[src/sv/configurable_byte_deframer_top_macros.svh]
// ----------------------------------------------------------------------------
// Byte deframer assertion macros
// Shared concurrent assertion forms, clocked on clk and disabled in reset.
// ----------------------------------------------------------------------------
`ifndef CONFIGURABLE_BYTE_DEFRAMER_TOP_MACROS_SVH
`define CONFIGURABLE_BYTE_DEFRAMER_TOP_MACROS_SVH

// Same-cycle implication.
`define CBD_ASSERT_NOW(label, ante, cons, msg) \
    label: assert property (@(posedge clk) disable iff (!rst_n) (ante) |-> (cons)) \
        else $error(msg);

// Next-cycle implication.
`define CBD_ASSERT_NEXT(label, ante, cons, msg) \
    label: assert property (@(posedge clk) disable iff (!rst_n) (ante) |=> (cons)) \
        else $error(msg);

`endif

[src/sv/cbd_pkg.sv]
// ----------------------------------------------------------------------------
// Byte deframer package
// Register map, status codes, configuration bundle and small helpers.
// ----------------------------------------------------------------------------
package cbd_pkg;

    // Limits
    localparam logic [12:0] MAX_FRAME     = 13'd4096;
    localparam logic [12:0] MIN_FRAME_LEN = 13'd0;
    localparam int          PATTERN_BYTES = 4;
    localparam logic [2:0]  PAT_CAP       = (PATTERN_BYTES < 4) ? 3'(PATTERN_BYTES) : 3'd4;

    // Register indexes
    localparam logic [2:0] REG_HEADER_PATTERN = 3'd0;
    localparam logic [2:0] REG_HEADER_LEN     = 3'd1;
    localparam logic [2:0] REG_TAIL_PATTERN   = 3'd2;
    localparam logic [2:0] REG_TAIL_LEN       = 3'd3;
    localparam logic [2:0] REG_LENGTH_MODE    = 3'd4;
    localparam logic [2:0] REG_LENGTH_OFFSET  = 3'd5;
    localparam logic [2:0] REG_LENGTH_ADJUST  = 3'd6;
    localparam logic [2:0] REG_LEN_LIMIT      = 3'd7;

    // Length modes; the spare code behaves as fixed length
    localparam logic [1:0] LEN_MODE_FIXED     = 2'd0;
    localparam logic [1:0] LEN_MODE_ONE       = 2'd1;
    localparam logic [1:0] LEN_MODE_TWO       = 2'd2;
    localparam logic [1:0] LEN_MODE_FIXED_ALT = 2'd3;

    // Frame status codes
    localparam logic [1:0] STATUS_OK    = 2'd0;
    localparam logic [1:0] STATUS_SHORT = 2'd1;
    localparam logic [1:0] STATUS_LONG  = 2'd2;

    localparam logic [12:0] LEN_LIMIT_RESET = 13'd4096;

    typedef struct packed {
        logic [31:0] header_pattern;
        logic [2:0]  header_len;
        logic [31:0] tail_pattern;
        logic [2:0]  tail_len;
        logic [1:0]  length_mode;
        logic [7:0]  length_offset;
        logic [15:0] length_adjust;
        logic [12:0] len_limit;
    } cbd_cfg_t;

    localparam cbd_cfg_t CFG_RESET = '{
        header_pattern: 32'h0,
        header_len:     3'd0,
        tail_pattern:   32'h0,
        tail_len:       3'd0,
        length_mode:    LEN_MODE_FIXED,
        length_offset:  8'd0,
        length_adjust:  16'd0,
        len_limit:      LEN_LIMIT_RESET
    };

    // Byte handed from the hunter to the frame stage
    typedef struct packed {
        logic       fire;
        logic [7:0] data;
    } cbd_emit_t;

    // Frame stage feedback to the hunter
    typedef struct packed {
        logic advance;
        logic closed;
    } cbd_frame_sts_t;

    function automatic logic [2:0] clamp_len(input logic [2:0] n);
        return (n > PAT_CAP) ? PAT_CAP : n;
    endfunction

    function automatic logic [31:0] byte_mask(input logic [2:0] n);
        logic [31:0] m;
        case (n)
            3'd0:    m = 32'h0000_0000;
            3'd1:    m = 32'h0000_00FF;
            3'd2:    m = 32'h0000_FFFF;
            3'd3:    m = 32'h00FF_FFFF;
            default: m = 32'hFFFF_FFFF;
        endcase
        return m;
    endfunction

endpackage

[src/sv/configurable_byte_deframer_top.sv]
// ----------------------------------------------------------------------------
// Configurable byte deframer
// Cuts a byte stream into frames by header, tail, fixed length, length field or limit.
// ----------------------------------------------------------------------------
// Usage:
//   Input channel in_valid/in_stall/data_byte carries one stream byte per
//   transfer. Output channel out_valid/out_stall carries one frame byte per
//   transfer with its index, first and last marks and, on the last byte,
//   the frame status (ok, too short, too long).
//   Configuration: cfg_valid/cfg_ready with cfg_index and cfg_data; write
//   only while the block is idle. cfg_ready is always high.
//   A byte inside a frame passes the input register, then the result
//   register. Bytes dropped during the header hunt produce nothing.
//   Throughput: one byte per cycle unless the receiver stalls or a header
//   is replayed, set by the single result register. A completed header is
//   replayed through the same frame logic, with the input stalled.
//   Reset clears all frame and hunt state; registers return to zero, except
//   the frame length limit which returns to 4096. While the receiver stalls,
//   the result is held, one more input byte is buffered, then in_stall rises.
// ----------------------------------------------------------------------------
module configurable_byte_deframer_top (
    input  logic        clk,
    input  logic        rst_n,
    input  logic        in_valid,
    output logic        in_stall,
    input  logic [7:0]  data_byte,
    output logic        out_valid,
    input  logic        out_stall,
    output logic [7:0]  frame_byte,
    output logic [11:0] byte_index,
    output logic        frame_first,
    output logic        frame_last,
    output logic [1:0]  frame_status,
    input  logic        cfg_valid,
    output logic        cfg_ready,
    input  logic [2:0]  cfg_index,
    input  logic [31:0] cfg_data
);
    import cbd_pkg::*;

    cbd_cfg_t       cfg_reg, cfg_next;
    cbd_emit_t      emit;
    cbd_frame_sts_t sts;

    assign cfg_ready = 1'b1;

    always_comb
    begin
        cfg_next = cfg_reg;
        if (cfg_valid && cfg_ready)
        begin
            unique case (cfg_index)
                REG_HEADER_PATTERN: cfg_next.header_pattern = cfg_data;
                REG_HEADER_LEN:     cfg_next.header_len     = cfg_data[2:0];
                REG_TAIL_PATTERN:   cfg_next.tail_pattern   = cfg_data;
                REG_TAIL_LEN:       cfg_next.tail_len       = cfg_data[2:0];
                REG_LENGTH_MODE:    cfg_next.length_mode    = cfg_data[1:0];
                REG_LENGTH_OFFSET:  cfg_next.length_offset  = cfg_data[7:0];
                REG_LENGTH_ADJUST:  cfg_next.length_adjust  = cfg_data[15:0];
                REG_LEN_LIMIT:      cfg_next.len_limit      = cfg_data[12:0];
                default:            cfg_next = cfg_reg;
            endcase
        end
    end

    always_ff @(posedge clk or negedge rst_n)
    begin
        if (!rst_n)
            cfg_reg <= CFG_RESET;
        else
            cfg_reg <= cfg_next;
    end

    cbd_hunt u_hunt (
        .clk       (clk),
        .rst_n     (rst_n),
        .cfg       (cfg_reg),
        .in_valid  (in_valid),
        .in_stall  (in_stall),
        .data_byte (data_byte),
        .sts       (sts),
        .emit      (emit)
    );

    cbd_frame u_frame (
        .clk          (clk),
        .rst_n        (rst_n),
        .cfg          (cfg_reg),
        .emit         (emit),
        .sts          (sts),
        .out_valid    (out_valid),
        .out_stall    (out_stall),
        .frame_byte   (frame_byte),
        .byte_index   (byte_index),
        .frame_first  (frame_first),
        .frame_last   (frame_last),
        .frame_status (frame_status)
    );

endmodule

[src/sv/cbd_hunt.sv]
// ----------------------------------------------------------------------------
// Byte deframer header hunter
// Input register, header search window and replay of a matched header.
// ----------------------------------------------------------------------------
`include "configurable_byte_deframer_top_macros.svh"

module cbd_hunt (
    input  logic                    clk,
    input  logic                    rst_n,
    input  cbd_pkg::cbd_cfg_t       cfg,
    input  logic                    in_valid,
    output logic                    in_stall,
    input  logic [7:0]              data_byte,
    input  cbd_pkg::cbd_frame_sts_t sts,
    output cbd_pkg::cbd_emit_t      emit
);
    import cbd_pkg::*;

    logic        in_valid_reg, in_valid_next;
    logic [7:0]  in_byte_reg, in_byte_next;
    logic [31:0] hunt_window_reg, hunt_window_next;
    logic [2:0]  hunt_fill_reg, hunt_fill_next;
    logic        in_frame_reg, in_frame_next;
    logic [31:0] burst_reg, burst_next;
    logic [2:0]  burst_cnt_reg, burst_cnt_next;

    logic        consume;
    logic        accept;
    logic        match_load;
    logic [2:0]  hl;
    logic [31:0] win_new;
    logic [2:0]  fill_new;

    assign hl       = clamp_len(cfg.header_len);
    assign win_new  = {hunt_window_reg[23:0], in_byte_reg};
    assign fill_new = (hunt_fill_reg < hl) ? hunt_fill_reg + 3'd1 : hunt_fill_reg;
    assign consume  = sts.advance && (burst_cnt_reg == 3'd0) && in_valid_reg;
    assign in_stall = in_valid_reg && !consume;
    assign accept   = in_valid && !in_stall;

    always_comb
    begin
        in_valid_next    = in_valid_reg;
        in_byte_next     = in_byte_reg;
        hunt_window_next = hunt_window_reg;
        hunt_fill_next   = hunt_fill_reg;
        in_frame_next    = in_frame_reg;
        burst_next       = burst_reg;
        burst_cnt_next   = burst_cnt_reg;
        emit.fire        = 1'b0;
        emit.data        = in_byte_reg;
        match_load       = 1'b0;

        if (consume)
            in_valid_next = 1'b0;
        if (accept)
        begin
            in_valid_next = 1'b1;
            in_byte_next  = data_byte;
        end

        if (sts.advance && burst_cnt_reg != 3'd0)
        begin
            // replay header bytes, oldest first
            emit.fire = 1'b1;
            emit.data = burst_reg[31:24];
            if (sts.closed)
            begin
                burst_cnt_next = 3'd0;
                in_frame_next  = 1'b0;
            end
            else
            begin
                burst_cnt_next = burst_cnt_reg - 3'd1;
                burst_next     = {burst_reg[23:0], 8'h00};
            end
        end
        else if (consume)
        begin
            if (in_frame_reg || hl == 3'd0)
            begin
                emit.fire        = 1'b1;
                hunt_window_next = 32'h0;
                hunt_fill_next   = 3'd0;
                in_frame_next    = !sts.closed;
            end
            else if (fill_new >= hl &&
                     ((win_new ^ cfg.header_pattern) & byte_mask(hl)) == 32'h0)
            begin
                match_load       = 1'b1;
                hunt_window_next = 32'h0;
                hunt_fill_next   = 3'd0;
                in_frame_next    = 1'b1;
                burst_cnt_next   = hl;
                // left-align the header so its first byte sits on top
                case (hl)
                    3'd1:    burst_next = {win_new[7:0], 24'h0};
                    3'd2:    burst_next = {win_new[15:0], 16'h0};
                    3'd3:    burst_next = {win_new[23:0], 8'h0};
                    default: burst_next = win_new;
                endcase
            end
            else
            begin
                hunt_window_next = win_new;
                hunt_fill_next   = fill_new;
            end
        end
    end

    always_ff @(posedge clk or negedge rst_n)
    begin
        if (!rst_n)
        begin
            in_valid_reg    <= 1'b0;
            hunt_window_reg <= 32'h0;
            hunt_fill_reg   <= 3'd0;
            in_frame_reg    <= 1'b0;
            burst_cnt_reg   <= 3'd0;
        end
        else
        begin
            in_valid_reg    <= in_valid_next;
            hunt_window_reg <= hunt_window_next;
            hunt_fill_reg   <= hunt_fill_next;
            in_frame_reg    <= in_frame_next;
            burst_cnt_reg   <= burst_cnt_next;
        end
    end

    always_ff @(posedge clk)
    begin
        in_byte_reg <= in_byte_next;
        burst_reg   <= burst_next;
    end

    `CBD_ASSERT_NOW(a_burst_holds_input, burst_cnt_reg != 3'd0, !consume,
                    "input consumed during header replay")
    `CBD_ASSERT_NOW(a_burst_in_frame, burst_cnt_reg != 3'd0, in_frame_reg,
                    "header replay outside a frame")
    `CBD_ASSERT_NEXT(a_match_loads_burst, match_load, burst_cnt_reg != 3'd0,
                     "header match did not start a replay")

endmodule

[src/sv/cbd_frame.sv]
// ----------------------------------------------------------------------------
// Byte deframer frame stage
// Per-byte frame bookkeeping, end-of-frame rules and the result register.
// ----------------------------------------------------------------------------
`include "configurable_byte_deframer_top_macros.svh"

module cbd_frame (
    input  logic                    clk,
    input  logic                    rst_n,
    input  cbd_pkg::cbd_cfg_t       cfg,
    input  cbd_pkg::cbd_emit_t      emit,
    output cbd_pkg::cbd_frame_sts_t sts,
    output logic                    out_valid,
    input  logic                    out_stall,
    output logic [7:0]              frame_byte,
    output logic [11:0]             byte_index,
    output logic                    frame_first,
    output logic                    frame_last,
    output logic [1:0]              frame_status
);
    import cbd_pkg::*;

    logic [12:0] frame_count_reg, frame_count_next;
    logic [31:0] tail_window_reg, tail_window_next;
    logic [15:0] length_value_reg, length_value_next;
    logic        length_known_reg, length_known_next;

    logic        out_valid_reg, out_valid_next;
    logic [7:0]  out_byte_reg;
    logic [11:0] out_index_reg;
    logic        out_first_reg, out_last_reg;
    logic [1:0]  out_status_reg;

    logic [12:0]        len;
    logic [12:0]        lim;
    logic [2:0]         hl, tl;
    logic [31:0]        tw_shift;
    logic [12:0]        lo13, lo_p1;
    logic [15:0]        lv;
    logic               known;
    logic signed [17:0] target, len_s, adj_s;
    logic               done, shortf, longf;
    logic [1:0]         status;

    assign len      = frame_count_reg + 13'd1;
    assign hl       = clamp_len(cfg.header_len);
    assign tl       = clamp_len(cfg.tail_len);
    assign lim      = (cfg.len_limit == 13'd0 || cfg.len_limit > MAX_FRAME)
                      ? MAX_FRAME : cfg.len_limit;
    assign tw_shift = {tail_window_reg[23:0], emit.data};
    assign lo13     = {5'b0, cfg.length_offset};
    assign lo_p1    = lo13 + 13'd1;
    assign len_s    = $signed({5'b0, len});
    assign adj_s    = $signed({{2{cfg.length_adjust[15]}}, cfg.length_adjust});

    always_comb
    begin
        tail_window_next  = tail_window_reg;
        lv                = length_value_reg;
        known             = length_known_reg;
        target            = adj_s;
        done              = 1'b0;
        shortf            = 1'b0;
        longf             = 1'b0;

        if (tl != 3'd0)
        begin
            // tail search covers bytes after the header only
            if (frame_count_reg >= {10'b0, hl})
            begin
                tail_window_next = tw_shift;
                if (len >= {10'b0, hl} + {10'b0, tl} &&
                    ((tw_shift ^ cfg.tail_pattern) & byte_mask(tl)) == 32'h0)
                    done = 1'b1;
            end
        end
        else
        begin
            case (cfg.length_mode)
                LEN_MODE_ONE:
                begin
                    if (frame_count_reg == lo13)
                    begin
                        lv    = {8'h00, emit.data};
                        known = 1'b1;
                    end
                    target = $signed({2'b00, lv}) + adj_s;
                end
                LEN_MODE_TWO:
                begin
                    if (frame_count_reg == lo13)
                        lv = {emit.data, 8'h00};
                    else if (frame_count_reg == lo_p1)
                    begin
                        lv    = length_value_reg | {8'h00, emit.data};
                        known = 1'b1;
                    end
                    target = $signed({2'b00, lv}) + adj_s;
                end
                default:
                begin
                    known  = 1'b1;
                    lv     = 16'h0;
                    target = adj_s;
                end
            endcase
            if (known && target <= len_s)
            begin
                done   = 1'b1;
                shortf = target < len_s;
            end
        end

        if (done)
        begin
            if (len < MIN_FRAME_LEN)
                shortf = 1'b1;
        end
        else if (len >= lim)
        begin
            done  = 1'b1;
            longf = 1'b1;
        end

        if (!done)
            status = STATUS_OK;
        else if (longf)
            status = STATUS_LONG;
        else if (shortf)
            status = STATUS_SHORT;
        else
            status = STATUS_OK;
    end

    assign sts.advance = !out_valid_reg || !out_stall;
    assign sts.closed  = emit.fire && done;

    always_comb
    begin
        frame_count_next  = frame_count_reg;
        length_value_next = length_value_reg;
        length_known_next = length_known_reg;
        if (emit.fire)
        begin
            if (done)
            begin
                frame_count_next  = 13'd0;
                length_value_next = 16'h0;
                length_known_next = 1'b0;
            end
            else
            begin
                frame_count_next  = len;
                length_value_next = lv;
                length_known_next = known;
            end
        end
        out_valid_next = sts.advance ? emit.fire : out_valid_reg;
    end

    always_ff @(posedge clk or negedge rst_n)
    begin
        if (!rst_n)
        begin
            frame_count_reg  <= 13'd0;
            tail_window_reg  <= 32'h0;
            length_value_reg <= 16'h0;
            length_known_reg <= 1'b0;
            out_valid_reg    <= 1'b0;
        end
        else
        begin
            frame_count_reg  <= frame_count_next;
            length_value_reg <= length_value_next;
            length_known_reg <= length_known_next;
            out_valid_reg    <= out_valid_next;
            if (emit.fire)
                tail_window_reg <= done ? 32'h0 : tail_window_next;
        end
    end

    // load the result register when the slot frees up and a byte is emitted
    always_ff @(posedge clk)
    begin
        if (sts.advance && emit.fire)
        begin
            out_byte_reg   <= emit.data;
            out_index_reg  <= frame_count_reg[11:0];
            out_first_reg  <= frame_count_reg == 13'd0;
            out_last_reg   <= done;
            out_status_reg <= status;
        end
    end

    assign out_valid    = out_valid_reg;
    assign frame_byte   = out_byte_reg;
    assign byte_index   = out_index_reg;
    assign frame_first  = out_first_reg;
    assign frame_last   = out_last_reg;
    assign frame_status = out_status_reg;

    `CBD_ASSERT_NOW(a_first_at_zero, out_valid_reg && out_first_reg,
                    out_index_reg == 12'd0, "first byte with nonzero index")
    `CBD_ASSERT_NOW(a_status_on_last, out_valid_reg && !out_last_reg,
                    out_status_reg == STATUS_OK, "status set on a non-last byte")
    `CBD_ASSERT_NEXT(a_close_resets_count, sts.closed && sts.advance,
                     frame_count_reg == 13'd0, "frame count not cleared on close")

endmodule
[config.mk]
export PLATFORM = sky130hd
export DESIGN_NAME = configurable_byte_deframer_top
export DESIGN_NICKNAME = d
export VERILOG_FILES = /design/src/sv/cbd_pkg.sv /design/src/sv/configurable_byte_deframer_top.sv /design/src/sv/cbd_hunt.sv /design/src/sv/cbd_frame.sv
export VERILOG_INCLUDE_DIRS = /design/src /design/src/sv
export SDC_FILE = /design/constraint.sdc
export NUM_CORES = 1
export LEC_CHECK = 0
export BUFFER_PORTS_ARGS = -buffer_cell sky130_fd_sc_hd__clkbuf_2
export CELL_PAD_IN_SITES_DETAIL_PLACEMENT = 0
export CELL_PAD_IN_SITES_GLOBAL_PLACEMENT = 1
export CORE_MARGIN = 3
export CORE_UTILIZATION = 39
export DETAILED_ROUTE_END_ITERATION = 10
export MAX_ROUTING_LAYER = met4
export PLACE_DENSITY_LB_ADDON = 0.1
export SETUP_SLACK_MARGIN = 0.02
export SLEW_MARGIN = 0
export SYNTH_ARGS = -nofsm -noshare
export SYNTH_HDL_FRONTEND = slang
export SYNTH_SLANG_ARGS = --single-unit
[constraint.sdc]
create_clock -name clk -period 8.3 [get_ports clk]
set_input_delay 1.66 -clock clk [delete_from_list [all_inputs] [get_ports clk]]
set_output_delay 1.66 -clock clk [all_outputs]
set_load 0.005 [all_outputs]
==> results.tsv, run 1 <==
metric	value	unit
CTS tree	built	
Die Width	199.7	um
Root Buffer	clkbuf_16	
antenna viol nets, final	0	
CP Data Arrival Time	7.03	ns
Hold Crit Class	reg2reg	
max FFs per register	109	
register area share after synthesis	46.67	%
Slowest cell on crit path	o2111ai_2	
Ys Warns	0	
Core Footprint	36790	um^2
CTS Buf Count	30	
# fillers	3524	
Leak Pwr	0.006923	uW
vias in the first global route	10740	
clock transition at the registers of the reported paths	0.06	ns
Async S/R FF share, synth	75.38	%
Setup Buffers After CTS	0	
vias	10780	
max cap viols	0	
cells after synthesis	1367	
final hold viol count	0	
first-pass GRT wire length	66810	um
Die Ht	199.7	um
critical path fanouts, max	32	
Critical Path Sink Type	register	
port bufs	73	
peak supply drop	0.2388	mV
fmax	0.1474	GHz
Synth cell types	72	
max-slew violations	0	
Placer Congestion	0.8797	
P&R area growth vs syn	13.07	%
drt drc	0	
worst slew pin tran	0.9193	ns
I/O pin cnt	75	
Hold Buf Count CTS	0	
largest net degree at the start of global routing	72	
clock power share	21.5	%
syn_area_per_cell	10.70	um^2
Clk Latency, worst-skew pair	0.59	ns
ratio of final minimum period to clock period	81.71	%
GR Overflow Total	0	
total power	6193	uW
Setup TNS	0	ns
CTS Sinks	260	
gr usage total	22.65	%
NetSw	2561	uW
P_int	3632	uW
Finished Core Util	44.97	%
Final Non-Filler Cells	1923	
Reg power frac	36.5	%
proportion of layout cells with a drive suffix above 1	20.36	%
status	finished clean	
WL/cell	22.63	um
DRC marker count from the first detailed-route iteration	749	
Seq cells post-synth	260	
row cnt	70	
First-pass DRT Iterations	6	
min Tclk post-route	6.782	ns
total die area	39870	um^2
PostCTS Resize Cnt	0	
cell count after placement	1866	
via/cell ratio	5.603	
crit path from	cfg_reg[30]$_DFFE_PN0P_	
Crit Path Class	reg2reg	
H-tree levels	1	
Final setup viols	0	
PwrDens	374.4	nW/um^2
RSZ-0062 raised after global routing	false	
hold_sp	u_frame.length_known_reg$_DFFE_PN0P_	
max_slew headroom	38.71	%
Clock Skew	0.02769	ns
Post-Place Cell Area	15550	um^2
RR Startpoint	cfg_reg[30]$_DFFE_PN0P_	
final instance area	16540	um^2
Worst EP required	8.55	ns
Syn Nets	1483	
nets@finish	1546	
final WL	43510	um
number of synthesized flops with an enable pin	64	
Initial Util	39.77	%
Post-DP HPWL	30430	um
switch share	41.36	%
initial antenna violation count	2	
Worst path max stage delay	0.69	ns
CTS max path bufs	3	
Comb pwr share	42.0	%
Top FF cell, synth	dfrtp_1	
Critical Path Start Type	register	
Syn Std Cell Area	14630	um^2
==> power by group through the flow <==
stage               Sequential (uW)  Combinational (uW)  Clock [uW]
finish                         2260                2600        1330
global route                   2320                2890        1420
CTS                            2260                2630        1370
detailed placement             2280                2610           0
global placement               2280                2600           0
floorplan                      2090                1860           0
==> worst max-delay path, delay by kind of cell, from the launching register on <==
kind | cells | cell delay [ns]
AOI/OAI and AO/OA | 15 | 3.06
xor gates and xnor gates | 1 | 0.16
adders and majority gates | 4 | 1.35
buffers and inverters | 1 | 0.39
DFF | 1 | 0.47
and+or+nand+nor | 7 | 0.99
==> layout make-up <==
cell class	instances	area (um^2)	share of cell area, %
Multi-Input combinational cell	969	7287	44.05
Sequential cell	260	6828	41.28
Timing Repair Buffer	103	599.3	3.623
Clock inverter	12	137.6	0.8321
Clock buffer	44	853.3	5.159
Antenna cell	1	2.502	0.01513
Inverter	66	247.7	1.498
Tap cell	468	585.6	3.540
==> per-layer routing <==
layer | vias to the layer above | track usage [%] | routed length (um)
met3 | 59 | 2.529 | 1607
met1 | 5363 | 31.64 | 20710
met4 | 0 | 5.454 | 1029
met2 | 203 | 35.66 | 20170
li1 | 5150 | - | -
met5 | - | - | 0
==> cells in the final DEF, fill, tap and decap left out, types with 22 or more instances in the layout <==
cell | synthesis | routed
a21oi_1 | 53 | 51
a22o_1 | 35 | 35
buf_4 | 1 | 30
clkbuf_16 | 0 | 30
clkbuf_2 | 0 | 72
dfrtp_1 | 195 | 195
edfxtp_1 | 64 | 64
ha_1 | 66 | 66
inv_1 | 65 | 65
mux2_2 | 125 | 125
nand2_1 | 94 | 94
nand2b_1 | 22 | 22
nand3_1 | 28 | 28
nand4_1 | 26 | 26
nor2_1 | 88 | 86
o21ai_0 | 67 | 67
o2bb2ai_1 | 24 | 24
o31ai_1 | 34 | 34
xnor2_1 | 74 | 74
xor2_1 | 28 | 28
==> final timing paths <==
kind | to | slack, ns | cells after the start
max | u_hunt.burst_reg[21]$_DFFE_PP_ | 1.52 | 28
min | u_frame.length_known_reg$_DFFE_PN0P_ | 0.48 | 2
max reg2reg | u_hunt.burst_reg[21]$_DFFE_PP_ | 1.52 | 28
min reg2reg | u_frame.length_known_reg$_DFFE_PN0P_ | 0.48 | 2
max in group asynchronous | u_frame.length_value_reg[3]$_DFFE_PN0P_ | 5.86 | 2
min in group asynchronous | cfg_reg[24]$_DFFE_PN0P_ | 1.05 | 1
==> stage by stage <==
step / hold slack, ns / setup WS (ns)
2_1_floorplan: 0.4196 / 0.1526
4_1_cts: 0.4887 / 1.547
3_5_place_dp: 0.4752 / 1.024
6_report: 0.4790 / 1.518
5_1_grt: 0.5301 / 0.8698
3_3_place_gp: 0.4655 / 1.019
==> synth_stat cells, types with 3 or more instances <==
| library cell | n | area [um^2] |
|---|---|---|
| xnor2_1 | 74 | 648.1 |
| a211o_1 | 3 | 26.28 |
| nand2b_1 | 22 | 137.6 |
| o2bb2ai_1 | 24 | 210.2 |
| o21bai_1 | 4 | 30.03 |
| or3_1 | 7 | 43.79 |
| nor2_1 | 88 | 330.3 |
| a221oi_1 | 16 | 140.1 |
| nand3_1 | 28 | 140.1 |
| nand4b_1 | 3 | 26.28 |
| inv_1 | 65 | 244.0 |
| a21o_1 | 13 | 97.59 |
| buf_1 | 8 | 30.03 |
| o211ai_1 | 6 | 45.04 |
| o22ai_1 | 7 | 43.79 |
| nor4_1 | 18 | 112.6 |
| a21oi_1 | 53 | 265.3 |
| clkbuf_1 | 50 | 187.7 |
| a32oi_1 | 8 | 70.07 |
| and2_1 | 3 | 18.77 |
| o21ai_0 | 67 | 335.3 |
| and3_1 | 11 | 68.82 |
| nor3b_1 | 5 | 37.54 |
| nand2_1 | 94 | 352.8 |
| nand4_1 | 26 | 162.7 |
| mux2_2 | 125 | 1408 |
| ha_1 | 66 | 825.8 |
| nor3_1 | 18 | 90.09 |
| nand3b_1 | 3 | 22.52 |
| a211oi_1 | 5 | 37.54 |
| dfrtp_1 | 195 | 4880 |
| o21a_1 | 6 | 45.04 |
| a22oi_1 | 8 | 60.06 |
| a22o_1 | 35 | 306.5 |
| edfxtp_1 | 64 | 1922 |
| o31ai_1 | 34 | 255.2 |
| nor2b_1 | 13 | 81.33 |
| buf_2 | 11 | 55.05 |
| mux2i_1 | 13 | 130.1 |
| a31oi_1 | 4 | 25.02 |
| xor2_1 | 28 | 245.2 |
==> cell families (layout without fill, tap and decap cells) <==
logic type	after synthesis	count (layout)	share of synthesized area [%]
compound gates	311	311	15.07
mux	138	138	10.51
buf+inv	138	225	3.763
fa+ha+maj	68	68	5.919
flops	260	260	46.67
xor+xnor	102	102	6.107
simple gates	349	349	11.93
other cells	1	2	0.02563
Power figures use the tool's default switching activity.
==> run 2: changes to the inputs <==
- clock period: 8.3 -> 5.5 ns (I/O delays scaled with it)
==> run 2 against run 1 <==
The run now ends with setup timing left. Setup slack got worse by 1.7 ns. Sequential share of layout area shrank 3.6 points. Clock skew is 0.011 ns lower. Wire length up 5.8%. Clock power rose by 59%. First-iteration DRC count decreased by 6.4%. Critical path type unchanged. Flip-flop and latch count did not move. Global-route usage is 1.4 points higher. Combinational power up 110%. Highest routed layer unchanged.
==> results.tsv, run 2 (same netlist as run 1, synthesis figures left out) <==
metric	value	unit	change
GR Overflow Total	0		unchanged
Hold Crit Class	reg2reg		
peak supply drop	0.3225	mV	+35%
Leak Pwr	0.007725	uW	+12%
Root Buffer	clkbuf_16		
gr usage total	24.09	%	+1.4 points
clock transition at the registers of the reported paths	0.07	ns	about the same
status	finished, violations left		
H-tree levels	1		unchanged
ratio of final minimum period to clock period	104.0	%	+22 points
max FFs per register	109		unchanged
worst hold slack	0.4831	ns	+0.004086 ns
most common cell after layout, fill and taps aside	dfrtp_1		
min Tclk post-route	5.722	ns	-1.060 ns
Critical Path Start Type	register		
I/O pin cnt	75		unchanged
Slowest cell on crit path	or4_4		
First-pass DRT Iterations	5		-1
critical path fanouts, max	14		-56%
drt drc	0		unchanged
final hold viol count	0		unchanged
Post-Place Cell Area	16430	um^2	+5.7%
ANT cells	0		-1
delay-heaviest family, CP	simple AND/OR/NAND/NOR gates		
vias	11440		+6.1%
largest net degree at the start of global routing	62		-14%
row cnt	70		unchanged
port bufs	73		unchanged
Die Ht	199.7	um	unchanged
CP Data Arrival Time	6.07	ns	-0.96 ns
vias in the first global route	11400		+6.1%
Clock Skew	0.01711	ns	-0.01057 ns
Setup TNS	-14.32	ns	-14.32 ns
first-pass GRT wire length	70590	um	+5.7%
P_int	6437	uW	+77%
Crit Path Class	reg2reg		
Final setup viols	90		+90
max_slew headroom	31.25	%	-7.5 points
switch share	40.50	%	-0.86 points
Clk Latency, worst-skew pair	0.59	ns	about the same
Worst path max stage delay	0.55	ns	-0.14 ns
CTS Sinks	260		unchanged
WL/cell	22.42	um	-0.93%
commonest non-fill, non-tap cells in the layout	dfrtp_1, buf_4, mux2_2		
Core Footprint	36790	um^2	unchanged
failing checks	setup timing		
nets@finish	1676		+8.4%
RSZ-0062 raised after global routing	true		
antenna viol nets, final	0		unchanged
final instance area	18140	um^2	+9.7%
max cap viols	0		unchanged
final WL	46020	um	+5.8%
via/cell ratio	5.570		-0.59%
clock power share	19.6	%	-1.9 points
NetSw	4380	uW	+71%
Placer Congestion	0.9018		+2.5%
Post-DP HPWL	33130	um	+8.9%
CTS max path bufs	3		unchanged
Reg power frac	30.5	%	-6.0 points
CTS tree	built		
P&R area growth vs syn	23.98	%	
PwrDens	596.4	nW/um^2	+59%
Hold Buf Count CTS	0		unchanged
DRC marker count from the first detailed-route iteration	701		-6.4%
total power	10820	uW	+75%
Die Width	199.7	um	unchanged
initial antenna violation count	0		-2
worst setup margin	-0.2222	ns	-1.740 ns
CTS Buf Count	31		+3.3%
max-slew violations	0		unchanged
Comb pwr share	49.9	%	+7.9 points
Critical Path Sink Type	register		
Most common cell on crit path	buf_12		
fmax	0.1748	GHz	+19%
Initial Util	39.77	%	unchanged
total die area	39870	um^2	unchanged
Worst EP required	5.85	ns	-2.70 ns
# fillers	3440		-2.4%
worst slew pin tran	1.026	ns	+0.1065 ns
proportion of layout cells with a drive suffix above 1	30.16	%	+9.8 points
Crit path buffers/inverters	4		+3
==> run 2: changes by cell type in the layout (fill, tap and decap cells not counted), sizes merged <==
cell      delta
inv          +2
clkinvlp     +2
diode        -1
bufinv       +1
clkinv       -2
a41o         +3
buf        +125
==> run 2: power groups by stage <==
stage               logic, uW  clock network (uW)  registers [uW]
detailed placement       4600                   0            3320
CTS                      5130                2180            3300
global placement         4530                   0            3320
global route             5890                2260            3370
finish                   5390                2120            3300
floorplan                2880                   0            3150
==> run 2: metal layers <==
layer	global-route usage, %	wire (um)
met5	-	0
met3	3.220	1807
met2	38.09	21700
met1	32.73	21030
met4	6.849	1484
==> run 2: worst register-to-register path, delay by kind of cell (launching register included) <==
kind | cells | cell delay, ns
and+or+nand+nor | 9 | 1.85
AOI/OAI and AO/OA | 13 | 1.82
buffers and inverters | 4 | 0.63
adders and majority gates | 2 | 0.61
DFF | 1 | 0.38
xor gates and xnor gates | 1 | 0.17
==> run 2: final timing paths <==
check / end / from / cells past startpoint / slack (ns)
worst max-delay path: u_hunt.burst_reg[26]$_DFFE_PP_ / u_frame.frame_count_reg[9]$_DFFE_PN0N_ / 29 / -0.22
worst min-delay path: u_frame.length_known_reg$_DFFE_PN0P_ / u_frame.length_known_reg$_DFFE_PN0P_ / 2 / 0.48
worst max register to register: u_hunt.burst_reg[26]$_DFFE_PP_ / u_frame.frame_count_reg[9]$_DFFE_PN0N_ / 29 / -0.22
worst min register to register: u_frame.length_known_reg$_DFFE_PN0P_ / u_frame.length_known_reg$_DFFE_PN0P_ / 2 / 0.48
max in group asynchronous: u_frame.frame_count_reg[3]$_DFFE_PN0N_ / rst_n / 2 / 3.96
min in group asynchronous: u_hunt.hunt_window_reg[14]$_DFFE_PN0P_ / rst_n / 1 / 0.49
==> run 2: metrics by stage <==
stage / utilization, % / std cells / worst slack [ns]
4_1_cts: 48.80 / 2044 / -0.07460
2_1_floorplan: - / 1367 / -0.3497
6_report: 49.31 / 2053 / -0.2222
3_5_place_dp: 44.67 / 1968 / -0.4616
3_3_place_gp: 44.67 / 1968 / -0.3545
5_1_grt: 49.31 / 2053 / -0.4861
==> run 2: timing repair <==
action | 4_1_cts | 5_1_grt
endpoints found under the setup margin | 92 | 93
gates cloned | 5 | 1
pin swaps | 24 | 12
setup buffers | 13 | 8
resized for setup | 59 | 21
==> run 2: final cells by class <==
| type | instances | area [um^2] | area share [%] |
|---|---|---|---|
| clock inverter | 15 | 177.7 | 0.9796 |
| clock buffer | 43 | 882.1 | 4.863 |
| tap | 468 | 585.6 | 3.228 |
| inverter | 66 | 247.7 | 1.366 |
| timing repair buffer | 229 | 1742 | 9.603 |
| sequential | 260 | 6832 | 37.67 |
| multi-input combinational | 972 | 7671 | 42.29 |
==> run 3: changes to the inputs <==
- TNS_END_PERCENT: unset -> 1
==> run 3 against run 2 <==
The run still ends with setup timing left. Core utilization is 0.96 points lower. Maximum frequency grew 0.46%. Flip-flop and latch count unchanged. Clock skew about the same. Total power fell by 3.9%. Sequential share of layout area up 0.74 points. Sequential power hardly changed. Critical path type unchanged. Largest power group unchanged.
==> results.tsv, run 3 (same netlist as run 1, synthesis figures left out) <==
metric	value	unit	change
# fillers	3477		+1.1%
Leak Pwr	0.007585	uW	-1.8%
clock transition at the registers of the reported paths	0.06	ns	about the same
Slowest cell on crit path	dfrtp_1		
CTS Buf Count	31		unchanged
final WL	45180	um	-1.8%
GR Overflow Total	0		unchanged
Final setup viols	85		-5.6%
Die Width	199.7	um	unchanged
P&R area growth vs syn	21.57	%	
worst hold slack	0.4868	ns	+0.003680 ns
worst slack at placement	-0.4616	ns	unchanged
Most common cell on crit path	buf_12		
Hold Buf Count CTS	0		unchanged
area of the multi-input gates	7496	um^2	-2.3%
Crit Path Class	reg2reg		
Critical Path Sink Type	register		
total die area	39870	um^2	unchanged
commonest non-fill, non-tap cells in the layout	dfrtp_1, buf_4, mux2_2		
WL/cell	22.19	um	-1.0%
largest net degree at the start of global routing	62		unchanged
Die Ht	199.7	um	unchanged
max FFs per register	109		unchanged
port bufs	73		unchanged
CP Data Arrival Time	6.05	ns	-0.02 ns
max cap viols	0		unchanged
Worst path max stage delay	0.44	ns	-0.11 ns
status	finished, violations left		
peak supply drop	0.3236	mV	+0.35%
Final Non-Filler Cells	2036		-0.83%
H-tree levels	1		unchanged
Register Area	6830	um^2	about the same
cell count after placement	1968		unchanged
I/O pin cnt	75		unchanged
worst setup margin	-0.1960	ns	+0.02625 ns
DRC marker count from the first detailed-route iteration	694		-1.0%
RSZ-0062 raised after global routing	true		
failing checks	setup timing		
final instance area	17780	um^2	-1.9%
nets@finish	1659		-1.0%
fmax	0.1756	GHz	+0.46%
initial antenna violation count	0		unchanged
ratio of final minimum period to clock period	103.6	%	-0.48 points
max_slew headroom	4.946	%	-26 points
CTS Sinks	260		unchanged
Worst EP required	5.85	ns	about the same
final hold viol count	0		unchanged
vias in the first global route	11250		-1.3%
proportion of layout cells with a drive suffix above 1	27.93	%	-2.2 points
Initial Util	39.77	%	unchanged
CTS tree	built		
gr usage total	23.71	%	-0.38 points
Root Buffer	clkbuf_16		
Clock Skew	0.01713	ns	+0.00001420 ns
First-pass DRT Iterations	5		unchanged
vias	11270		-1.4%
first-pass GRT wire length	69540	um	-1.5%
ANT cells	0		unchanged
Hold Crit Class	in2async		
most common cell after layout, fill and taps aside	dfrtp_1		
via/cell ratio	5.537		-0.60%
Setup TNS	-11.29	ns	+3.031 ns
min Tclk post-route	5.696	ns	-0.02625 ns
worst slew pin tran	1.417	ns	+0.3914 ns
Post-Place Cell Area	16430	um^2	unchanged
Clk Latency, worst-skew pair	0.59	ns	about the same
CTS max path bufs	3		unchanged
PwrDens	584.4	nW/um^2	-2.0%
Post-DP HPWL	33130	um	unchanged
drt drc	0		unchanged
max-slew violations	0		unchanged
critical path fanouts, max	14		unchanged
Placer Congestion	0.9018		unchanged
Core Footprint	36790	um^2	unchanged
Critical Path Start Type	register		
row cnt	70		unchanged
antenna viol nets, final	0		unchanged
## run 3: where the power goes
part / total, uW / switching, uW / internal [uW]
combinational: 4980 / 2810 / 2160
clock: 2130 / 861 / 1270
sequential: 3290 / 520 / 2770
total: 10400 / 4200 / 6200
## run 3: critical path, delay by kind of cell, from the launching register on
kind,cells,cell delay [ns]
xor+xnor,1,0.16
compound gates,14,2.08
flops,1,0.44
buf+inv,4,0.56
fa+ha+maj,3,0.89
simple gates,8,1.30
## run 3: layout make-up
class | instances | share of cell area, %
clock buffer | 43 | 4.960
clock inverter | 15 | 0.9990
inverter | 66 | 1.393
multi-input combinational | 970 | 42.15
sequential | 260 | 38.41
tap | 468 | 3.293
timing repair buffer | 214 | 8.801
## run 3: metrics by stage
stage               util, %  total power, uW
floorplan                 -             6030
global placement      44.67             7851
detailed placement    44.67             7922
CTS                   48.07            10370
global route          48.35            11090
finish                48.35            10390
## run 3: routing by layer
| layer | track usage, % | routed length [um] | share of wire, % |
|---|---|---|---|
| met3 | 3.035 | 1578 | 3.5 |
| met2 | 37.42 | 21230 | 47 |
| met1 | 32.53 | 21070 | 47 |
| met5 | - | 0 | 0 |
| met4 | 6.307 | 1308 | 2.9 |
## run 3: worst paths after layout
check,slack [ns],to,from,cells past startpoint
worst max register to register,-0.20,u_hunt.burst_reg[26]$_DFFE_PP_,cfg_reg[32]$_DFFE_PN0P_,30
max in group asynchronous,3.95,u_frame.frame_count_reg[3]$_DFFE_PN0N_,rst_n,2
min in group clk,0.49,u_frame.length_known_reg$_DFFE_PN0P_,u_frame.length_known_reg$_DFFE_PN0P_,2
worst max-delay path,-0.20,u_hunt.burst_reg[26]$_DFFE_PP_,cfg_reg[32]$_DFFE_PN0P_,30
worst min register to register,0.49,u_frame.length_known_reg$_DFFE_PN0P_,u_frame.length_known_reg$_DFFE_PN0P_,2
worst min-delay path,0.49,u_hunt.hunt_window_reg[14]$_DFFE_PN0P_,rst_n,1
## run 3: timing repair
item | 4_1_cts | 5_1_grt
gates resized for setup | 19 | 19
gates cloned | 2 | 1
endpoints found under the setup margin | 92 | 93
buffers inserted | 7 | 0
pin swaps | 12 | 9
